$ cat config.mk
export PLATFORM = sky130hd
export DESIGN_NAME = sliding_window_median_six_channel
export DESIGN_NICKNAME = d
export VERILOG_FILES = /design/src/rtl/swm_pkg.sv /design/src/rtl/swm_history.sv /design/src/rtl/swm_rank_unit.sv /design/src/rtl/sliding_window_median_six_channel.sv
export VERILOG_INCLUDE_DIRS = /design/src /design/src/rtl
export SDC_FILE = /design/constraint.sdc
export NUM_CORES = 2
export LEC_CHECK = 0
export ABC_AREA = 1
export BUFFER_PORTS_ARGS = -buffer_cell sky130_fd_sc_hd__buf_4
export CAP_MARGIN = 20
export CELL_PAD_IN_SITES_DETAIL_PLACEMENT = 1
export CELL_PAD_IN_SITES_GLOBAL_PLACEMENT = 2
export CORE_ASPECT_RATIO = 2
export CORE_MARGIN = 2
export CORE_UTILIZATION = 44
export CTS_BUF_LIST = sky130_fd_sc_hd__clkbuf_2
export CTS_CLUSTER_DIAMETER = 30
export DETAILED_ROUTE_END_ITERATION = 6
export GPL_ROUTABILITY_DRIVEN = 1
export PLACE_DENSITY_LB_ADDON = 0.1
export SETUP_SLACK_MARGIN = 0.4
export SYNTH_ARGS = -nofsm -noshare
export SYNTH_HDL_FRONTEND = slang
export SYNTH_SLANG_ARGS = --single-unit
$ cat constraint.sdc
create_clock -name clk_i -period 19 [get_ports clk_i]
set_input_delay 3.8 -clock clk_i [delete_from_list [all_inputs] [get_ports clk_i]]
set_output_delay 3.8 -clock clk_i [all_outputs]
set_load 0.02 [all_outputs]
$ cat src/rtl/sliding_window_median_six_channel_assert.svh
// Assertion macros used by the block's top-level RTL file.
`ifndef SLIDING_WINDOW_MEDIAN_SIX_CHANNEL_ASSERT_SVH
`define SLIDING_WINDOW_MEDIAN_SIX_CHANNEL_ASSERT_SVH

// Check cons in the same cycle as ante.
`define SWM_ASSERT_NOW(lbl, ante, cons) \
  lbl: assert property (@(posedge clk_i) disable iff (!rst_ni) (ante) |-> (cons)) \
    else $error("swm assertion failed");

// Check cons in the cycle after ante.
`define SWM_ASSERT_NEXT(lbl, ante, cons) \
  lbl: assert property (@(posedge clk_i) disable iff (!rst_ni) (ante) |=> (cons)) \
    else $error("swm assertion failed");

`endif

$ cat src/rtl/swm_pkg.sv
package swm_pkg;

  localparam int unsigned MAX_WINDOW   = 16;
  localparam int unsigned SAMPLE_WIDTH = 32;
  localparam int unsigned CHANNELS     = 6;
  localparam int unsigned CFG_W        = 5;

  localparam int unsigned SLOT_W  = (MAX_WINDOW > 1) ? $clog2(MAX_WINDOW) : 1;
  localparam int unsigned CNT_W   = $clog2(MAX_WINDOW + 1);
  localparam int unsigned CH_W    = $clog2(CHANNELS);
  localparam int unsigned DATA_W  = CHANNELS * SAMPLE_WIDTH;
  localparam int unsigned TDATA_W = ((DATA_W + 7) / 8) * 8;

  localparam logic [CFG_W-1:0] RESET_WINDOW = CFG_W'(11);

  typedef logic signed [SAMPLE_WIDTH-1:0] sample_t;
  typedef logic [SLOT_W-1:0]              slot_t;
  typedef logic [CNT_W-1:0]               cnt_t;

  typedef struct packed {
    logic  wr_en;
    logic  rot_en;
    slot_t wr_slot;
  } hist_ctrl_t;

  typedef struct packed {
    logic    hit;
    sample_t value;
  } rank_res_t;

  typedef enum logic [2:0] {
    ST_IDLE = 3'b001,
    ST_RANK = 3'b010,
    ST_DONE = 3'b100
  } state_e;

  // (s - d) mod MAX_WINDOW
  function automatic slot_t ring_back(slot_t s, slot_t d);
    if (s >= d) begin
      return slot_t'(s - d);
    end
    return slot_t'(int'(s) + int'(MAX_WINDOW) - int'(d));
  endfunction

  // (s + 1) mod MAX_WINDOW
  function automatic slot_t ring_next(slot_t s);
    if (int'(s) == int'(MAX_WINDOW) - 1) begin
      return '0;
    end
    return slot_t'(s + 1'b1);
  endfunction

endpackage

$ cat src/rtl/swm_history.sv
module swm_history (
  input  logic                 clk_i,
  input  swm_pkg::hist_ctrl_t  ctrl_i,
  input  swm_pkg::sample_t     sample_i [swm_pkg::CHANNELS],
  output swm_pkg::sample_t     row_o    [swm_pkg::MAX_WINDOW]
);

  swm_pkg::sample_t hist_q [swm_pkg::CHANNELS][swm_pkg::MAX_WINDOW];

  // write one beat into every channel row, or rotate rows so row 0 is the next channel
  always_ff @(posedge clk_i) begin
    if (ctrl_i.wr_en) begin
      for (int c = 0; c < int'(swm_pkg::CHANNELS); c++) begin
        hist_q[c][ctrl_i.wr_slot] <= sample_i[c];
      end
    end else if (ctrl_i.rot_en) begin
      for (int c = 0; c < int'(swm_pkg::CHANNELS); c++) begin
        hist_q[c] <= hist_q[(c == int'(swm_pkg::CHANNELS) - 1) ? 0 : c + 1];
      end
    end
  end

  assign row_o = hist_q[0];

endmodule

$ cat src/rtl/swm_rank_unit.sv
module swm_rank_unit (
  input  swm_pkg::sample_t   row_i [swm_pkg::MAX_WINDOW],
  input  swm_pkg::slot_t     slot_i,
  input  swm_pkg::cnt_t      count_i,
  input  swm_pkg::slot_t     cand_k_i,
  input  swm_pkg::cnt_t      target_i,
  output swm_pkg::rank_res_t res_o
);

  swm_pkg::slot_t               cand_pos;
  swm_pkg::sample_t             cand;
  logic [swm_pkg::MAX_WINDOW-1:0] less_vec;
  swm_pkg::cnt_t                rank;

  assign cand_pos = swm_pkg::ring_back(slot_i, cand_k_i);
  assign cand     = row_i[cand_pos];

  // order by value, ties broken by age
  always_comb begin
    swm_pkg::slot_t age;
    less_vec = '0;
    for (int j = 0; j < int'(swm_pkg::MAX_WINDOW); j++) begin
      age = swm_pkg::ring_back(slot_i, swm_pkg::slot_t'(j));
      less_vec[j] = (swm_pkg::cnt_t'(age) < count_i) &&
                    ((row_i[j] < cand) || ((row_i[j] == cand) && (age < cand_k_i)));
    end
  end

  assign rank        = swm_pkg::cnt_t'($countones(less_vec));
  assign res_o.hit   = (rank == target_i);
  assign res_o.value = cand;

endmodule

$ cat src/rtl/sliding_window_median_six_channel.sv
// Six-channel sliding-window median over pose samples (signed Q16.16).
// Input stream: one beat per sample, s_axis_tdata_i holds the six channels.
// Output stream: one beat per input beat, the median of each channel taken
// at index count/2 of the sorted window (upper median for even counts).
// Config channel: cfg_data_i sets the window length (0 acts as 1, values
// above 16 act as 16); write it only while the block is idle.
// Per item the shared rank unit tests one candidate of one channel per
// cycle against the whole window; each channel stops at its median, and
// after the last channel the result is handed to the output register.
// The input is not ready from an accepted beat until that hand-off, so
// the block takes no new beat before the last one is finished.
// Reset: window length 11, window empty; a new window fills one sample per
// beat. When the receiver stalls, the output register holds its beat, the
// block still accepts and works one further item, then waits with it
// finished until the output register frees.
module sliding_window_median_six_channel (
  input  logic                          clk_i,
  input  logic                          rst_ni,
  input  logic                          s_axis_tvalid_i,
  output logic                          s_axis_tready_o,
  // rot_a, rot_b, rot_c, shift_x, shift_y, shift_z (32 bits each)
  input  logic [swm_pkg::TDATA_W-1:0]   s_axis_tdata_i,
  output logic                          m_axis_tvalid_o,
  input  logic                          m_axis_tready_i,
  // med_rot_a, med_rot_b, med_rot_c, med_shift_x, med_shift_y, med_shift_z
  output logic [swm_pkg::TDATA_W-1:0]   m_axis_tdata_o,
  input  logic                          cfg_valid_i,
  output logic                          cfg_ready_o,
  input  logic [swm_pkg::CFG_W-1:0]     cfg_data_i
);

  `include "sliding_window_median_six_channel_assert.svh"

  swm_pkg::state_e              st_q, st_d;
  logic [swm_pkg::CFG_W-1:0]    cfg_q;
  swm_pkg::cnt_t                fill_q, count_q, count_d, len;
  swm_pkg::slot_t               oldest_q, slot_q, cand_q;
  logic [swm_pkg::CH_W-1:0]     ch_q;
  swm_pkg::sample_t             res_q [swm_pkg::CHANNELS];
  logic                         out_valid_q;
  logic [swm_pkg::DATA_W-1:0]   out_data_q, res_flat;
  swm_pkg::sample_t             sample_in [swm_pkg::CHANNELS];
  swm_pkg::sample_t             row [swm_pkg::MAX_WINDOW];
  swm_pkg::hist_ctrl_t          hctrl;
  swm_pkg::rank_res_t           rres;
  logic                         s_acc, out_load, last_ch;

  assign s_axis_tready_o = (st_q == swm_pkg::ST_IDLE);
  assign s_acc           = s_axis_tvalid_i && s_axis_tready_o;
  assign cfg_ready_o     = 1'b1;
  assign last_ch         = (ch_q == swm_pkg::CH_W'(swm_pkg::CHANNELS - 1));
  assign out_load        = (st_q == swm_pkg::ST_DONE) && (!out_valid_q || m_axis_tready_i);

  always_comb begin
    for (int c = 0; c < int'(swm_pkg::CHANNELS); c++) begin
      sample_in[c] = s_axis_tdata_i[c*swm_pkg::SAMPLE_WIDTH +: swm_pkg::SAMPLE_WIDTH];
      res_flat[c*swm_pkg::SAMPLE_WIDTH +: swm_pkg::SAMPLE_WIDTH] = res_q[c];
    end
  end

  // effective window and samples taking part after this beat
  always_comb begin
    if (cfg_q == '0) begin
      len = swm_pkg::cnt_t'(1);
    end else if (32'(cfg_q) > 32'(swm_pkg::MAX_WINDOW)) begin
      len = swm_pkg::cnt_t'(swm_pkg::MAX_WINDOW);
    end else begin
      len = swm_pkg::cnt_t'(cfg_q);
    end
    if (fill_q >= len) begin
      count_d = len;
    end else begin
      count_d = swm_pkg::cnt_t'(fill_q + 1'b1);
    end
  end

  assign hctrl.wr_en   = s_acc;
  assign hctrl.rot_en  = (st_q == swm_pkg::ST_RANK) && rres.hit;
  assign hctrl.wr_slot = oldest_q;

  swm_history u_hist (
    .clk_i    (clk_i),
    .ctrl_i   (hctrl),
    .sample_i (sample_in),
    .row_o    (row)
  );

  swm_rank_unit u_rank (
    .row_i    (row),
    .slot_i   (slot_q),
    .count_i  (count_q),
    .cand_k_i (cand_q),
    .target_i (swm_pkg::cnt_t'(count_q >> 1)),
    .res_o    (rres)
  );

  always_comb begin
    st_d = st_q;
    unique case (st_q)
      swm_pkg::ST_IDLE: begin
        if (s_acc) st_d = swm_pkg::ST_RANK;
      end
      swm_pkg::ST_RANK: begin
        if (rres.hit && last_ch) st_d = swm_pkg::ST_DONE;
      end
      swm_pkg::ST_DONE: begin
        if (out_load) st_d = swm_pkg::ST_IDLE;
      end
      default: st_d = swm_pkg::ST_IDLE;
    endcase
  end

  always_ff @(posedge clk_i or negedge rst_ni) begin
    if (!rst_ni) begin
      st_q        <= swm_pkg::ST_IDLE;
      cfg_q       <= swm_pkg::RESET_WINDOW;
      fill_q      <= '0;
      oldest_q    <= '0;
      slot_q      <= '0;
      count_q     <= '0;
      cand_q      <= '0;
      ch_q        <= '0;
      out_valid_q <= 1'b0;
    end else begin
      st_q <= st_d;
      if (cfg_valid_i && cfg_ready_o) begin
        cfg_q <= cfg_data_i;
      end
      if (s_acc) begin
        slot_q   <= oldest_q;
        count_q  <= count_d;
        fill_q   <= count_d;
        oldest_q <= swm_pkg::ring_next(oldest_q);
        cand_q   <= '0;
        ch_q     <= '0;
      end else if (st_q == swm_pkg::ST_RANK) begin
        if (rres.hit) begin
          cand_q <= '0;
          if (!last_ch) ch_q <= swm_pkg::CH_W'(ch_q + 1'b1);
        end else begin
          cand_q <= swm_pkg::slot_t'(cand_q + 1'b1);
        end
      end
      if (out_load) begin
        out_valid_q <= 1'b1;
      end else if (m_axis_tready_i) begin
        out_valid_q <= 1'b0;
      end
    end
  end

  always_ff @(posedge clk_i) begin
    if ((st_q == swm_pkg::ST_RANK) && rres.hit) begin
      res_q[ch_q] <= rres.value;
    end
    if (out_load) begin
      out_data_q <= res_flat;
    end
  end

  assign m_axis_tvalid_o = out_valid_q;
  assign m_axis_tdata_o  = swm_pkg::TDATA_W'(out_data_q);

  `SWM_ASSERT_NOW(a_cand_in_window, st_q == swm_pkg::ST_RANK, swm_pkg::cnt_t'(cand_q) < count_q)
  `SWM_ASSERT_NOW(a_chan_in_range, st_q == swm_pkg::ST_RANK, 32'(ch_q) < 32'(swm_pkg::CHANNELS))
  `SWM_ASSERT_NEXT(a_fill_after_beat, s_acc, (fill_q != '0) && (fill_q == count_q))
  `SWM_ASSERT_NEXT(a_done_loads_out, out_load, m_axis_tvalid_o && s_axis_tready_o)

endmodule

==> flow_results.xml <==
<?xml version="1.0" encoding="UTF-8"?>
<metrics>
  <group name="outcome">
    <metric name="result_of_the_run" unit="">complete, no violations</metric>
  </group>
  <group name="synthesis">
    <metric name="post-synth-top-area-cell" unit="">edfxtp_1</metric>
    <metric name="synth-warning-count" unit="">0</metric>
    <metric name="top_post_synthesis_cells_by_area" unit="">edfxtp_1 (68%), nand2_1 (16%), ha_1 (5.0%), o21ai_0 (1.6%), a21oi_1 (1.5%)</metric>
    <metric name="asyncSetResetFlopFracSynth" unit="%">0.832</metric>
    <metric name="syn-instance-count" unit="">13500</metric>
    <metric name="synth_most_common_cell" unit="">nand2_1</metric>
    <metric name="synth_cell_type_count" unit="">50</metric>
    <metric name="synth_largest_type_area_fraction" unit="%">68.2</metric>
    <metric name="yosys_register_bits" unit="">3485</metric>
    <metric name="synthesized_area" unit="µm²">152000</metric>
    <metric name="synth.avg_cell_area" unit="µm²">11.3</metric>
    <metric name="synth_ff_type" unit="">edfxtp_1</metric>
    <metric name="synth-edff-count" unit="">3456</metric>
    <metric name="ys_seq_area_share" unit="%">68.6</metric>
    <metric name="synth_nets" unit="">14300</metric>
    <metric name="synth_commonest_cells" unit="">nand2_1 (6,430), edfxtp_1 (3,456), ha_1 (612), inv_1 (539), o21ai_0 (496)</metric>
  </group>
  <group name="die">
    <metric name="floorplan.initialDensity" unit="%">44.2</metric>
    <metric name="num_rows" unit="">305</metric>
    <metric name="die-height" unit="µm">836</metric>
    <metric name="design.portCount" unit="">397</metric>
    <metric name="core-area" unit="µm²">345000</metric>
    <metric name="die_x" unit="µm">420</metric>
    <metric name="die_area" unit="µm²">351000</metric>
  </group>
  <group name="timing">
    <metric name="worst_clock_skew" unit="ps">201</metric>
    <metric name="timing.final.crit_share" unit="%">81.0</metric>
    <metric name="achievable-frequency" unit="MHz">65.0</metric>
    <metric name="slew_violations" unit="">0</metric>
    <metric name="post-route-min-period" unit="ps">15380</metric>
    <metric name="worst-slew-pin-transition" unit="ps">1320</metric>
    <metric name="fin_ws" unit="ps">3620</metric>
    <metric name="setup_viol" unit="">0</metric>
    <metric name="slew_headroom" unit="%">11.9</metric>
    <metric name="unrepaired_setup_endpoints_after_global_routing" unit="">false</metric>
    <metric name="finalHoldViolations" unit="">0</metric>
  </group>
  <group name="route">
    <metric name="firstDrtPassIters" unit="">5</metric>
    <metric name="detail_route.wirelength" unit="µm">547000</metric>
    <metric name="route.detailed.drc" unit="">0</metric>
    <metric name="num_vias" unit="">106000</metric>
    <metric name="drtAntennaViolNets" unit="">0</metric>
    <metric name="wire_per_inst" unit="µm">28.2</metric>
    <metric name="1st_iter_drt_viols" unit="">9431</metric>
    <metric name="vias_per_inst" unit="">5.46</metric>
  </group>
  <group name="grt">
    <metric name="grt_max_degree" unit="">231</metric>
    <metric name="grt_first_pass_wirelength" unit="µm">783000</metric>
    <metric name="overflow" unit="">0</metric>
    <metric name="antenna_found_initial" unit="">41</metric>
    <metric name="gr-usage-all-layers" unit="%">31.1</metric>
    <metric name="via_count_of_the_first_global_routing_pass" unit="">111000</metric>
  </group>
  <group name="hold_path">
    <metric name="type_of_the_worst_min_delay_path" unit="">reg -&gt; reg</metric>
  </group>
  <group name="cts">
    <metric name="clkSlewWorstSetupHoldPaths" unit="ps">110</metric>
    <metric name="cts_tree" unit="">built</metric>
    <metric name="cts.sink_count" unit="">3485</metric>
    <metric name="cts.htree.levels" unit="">6</metric>
    <metric name="cts_root_buf" unit="">clkbuf_2</metric>
    <metric name="cts.repair.resized" unit="">0</metric>
    <metric name="skew_pair_late_insertion_delay" unit="ps">2220</metric>
    <metric name="clock_tree.buffer_depth" unit="">4</metric>
    <metric name="postcts_setup_bufs" unit="">0</metric>
    <metric name="cts.hold.buffers_added" unit="">0</metric>
    <metric name="cts-buffers-inserted" unit="">777</metric>
  </group>
  <group name="critical_path">
    <metric name="critical_path.max_stage_delay" unit="ps">880</metric>
    <metric name="worst_setup_path_endpoint" unit="">u_hist.hist_q[0][2838]</metric>
    <metric name="worstSetupStartpointType" unit="">flip-flop</metric>
    <metric name="master_of_the_slowest_instance_on_the_critical_path" unit="">o21ai_1</metric>
    <metric name="crit_path_max_fanout" unit="">132</metric>
    <metric name="worstSetupStartpoint" unit="">slot_q[0]</metric>
    <metric name="timing.rr.start" unit="">slot_q[0]</metric>
    <metric name="worstSetupPathDepth" unit="">40</metric>
    <metric name="rrSetupSlack" unit="ps">3620</metric>
    <metric name="worst-endpoint-required" unit="ps">20900</metric>
    <metric name="timing.critical_path.arrival" unit="ps">17290</metric>
    <metric name="path_buf_inv" unit="">12</metric>
    <metric name="cpLargestDelayFamily" unit="">buffers and inverters</metric>
    <metric name="crit_path_end_kind" unit="">flip-flop</metric>
    <metric name="worstReg2RegEnd" unit="">u_hist.hist_q[0][2838]</metric>
    <metric name="worst-r2r-cell-count" unit="">40</metric>
    <metric name="timing.setup.critical_path_class" unit="">reg -&gt; reg</metric>
  </group>
  <group name="place">
    <metric name="io_buffers" unit="">395</metric>
    <metric name="gp_congestion" unit="">0.927</metric>
    <metric name="detailedPlacementHpwl" unit="µm">377000</metric>
    <metric name="preCtsSetupSlack" unit="ps">3900</metric>
  </group>
  <group name="job">
    <metric name="drv_cap" unit="">0</metric>
  </group>
  <group name="layout">
    <metric name="fill_cells" unit="">37600</metric>
    <metric name="drive_gt1_share" unit="%">12.9</metric>
    <metric name="area_growth_syn_to_layout" unit="%">9.08</metric>
    <metric name="layout_nets" unit="">15000</metric>
  </group>
</metrics>
worst reg2reg max path: cells and delay by family, from the launching register on:
kind / cells / cell delay (ps)
DFF: 1 / 500
and+or+nand+nor: 13 / 3870
adders and majority gates: 9 / 3760
AOI/OAI and AO/OA: 6 / 2100
buffers and inverters: 12 / 4850
how the worst min path moves through the flow:
stage	cells after the start	slack [ps]	from	end
3_5_place_dp	0	410	res_q[2][16]	m_axis_tdata_o[80]
5_1_grt	0	390	res_q[0][0]	m_axis_tdata_o[0]
3_3_place_gp	0	400	res_q[4][7]	m_axis_tdata_o[135]
6_report	0	350	res_q[4][4]	m_axis_tdata_o[132]
4_1_cts	0	380	res_q[0][0]	m_axis_tdata_o[0]
2_1_floorplan	0	400	res_q[0][0]	m_axis_tdata_o[0]
layer usage:
metal	track usage, %	share of wire (%)	up-vias
met1	37.3	38	54100
met4	16.9	6.1	28
met3	4.77	5.7	1066
met5	0	0.034	-
met2	53.4	50	3566
li1	-	-	47300
stage by stage:
| step | TNS, ps | instance area (µm²) | util [%] | hold WS, ps | cells |
|---|---|---|---|---|---|
| after detailed placement | 0 | 159000 | 46.1 | 406 | 18000 |
| after global placement | 0 | 159000 | 46.0 | 403 | 18000 |
| final | 0 | 166000 | 48.2 | 350 | 19400 |
| after CTS | 0 | 166000 | 48.2 | 376 | 19400 |
| after global routing | 0 | 166000 | 48.2 | 391 | 19400 |
| after floorplan | -164770 | 152000 | - | 400 | 13500 |
flip-flops by register name, summed over array words and instances (netlist names):
name	count
cfg_q	5
st_q	3
u_hist.hist_q	3072
m_axis_tdata_o	192
ch_q	3
m_axis_tvalid_o	1
count_q	5
res_q	192
slot_q	4
oldest_q	4
cand_q	4
placed cells by master, fill, tap and decap left out, drive strengths merged, types with 6 or more instances in the layout:
cell type	netlist	final
a21o	21	21
a21oi	443	443
a31oi	30	30
and3	36	36
buf	584	551
bufinv	0	20
clkbuf	84	1116
clkinv	1	209
clkinvlp	0	10
dfrtp	25	25
diode	0	25
edfxtp	3456	3456
fa	13	13
ha	612	612
inv	545	562
nand2	6547	6547
nand3	52	52
nand3b	6	6
nand4	43	43
nor2	219	219
nor3	31	31
nor4	10	10
o211ai	128	128
o21a	29	29
o21ai	518	518
o21bai	6	6
o31ai	8	8
or3	29	29
xor2	13	13
logic make-up after synthesis:
logic type / share of synthesized area (%)
other cells: 0.00246
simple gates: 17.8
mux: 0.00739
buf+inv: 3.98
xor+xnor: 0.103
flops: 68.6
compound gates: 4.30
fa+ha+maj: 5.20
final cells by class:
type / count / area, µm² / share of cell area (%)
tap: 4605 / 5760 / 3.47
sequential: 3485 / 105000 / 62.9
multi-input combinational: 8821 / 42000 / 25.3
antenna: 25 / 62.6 / 0.0377
inverter: 546 / 2080 / 1.25
clock buffer: 1116 / 5590 / 3.36
clock inverter: 255 / 1610 / 0.966
timing repair buffer: 551 / 4450 / 2.68
Power is not shown: default switching activity piles up to over one toggle a cycle in this logic, so the estimate is an artifact.
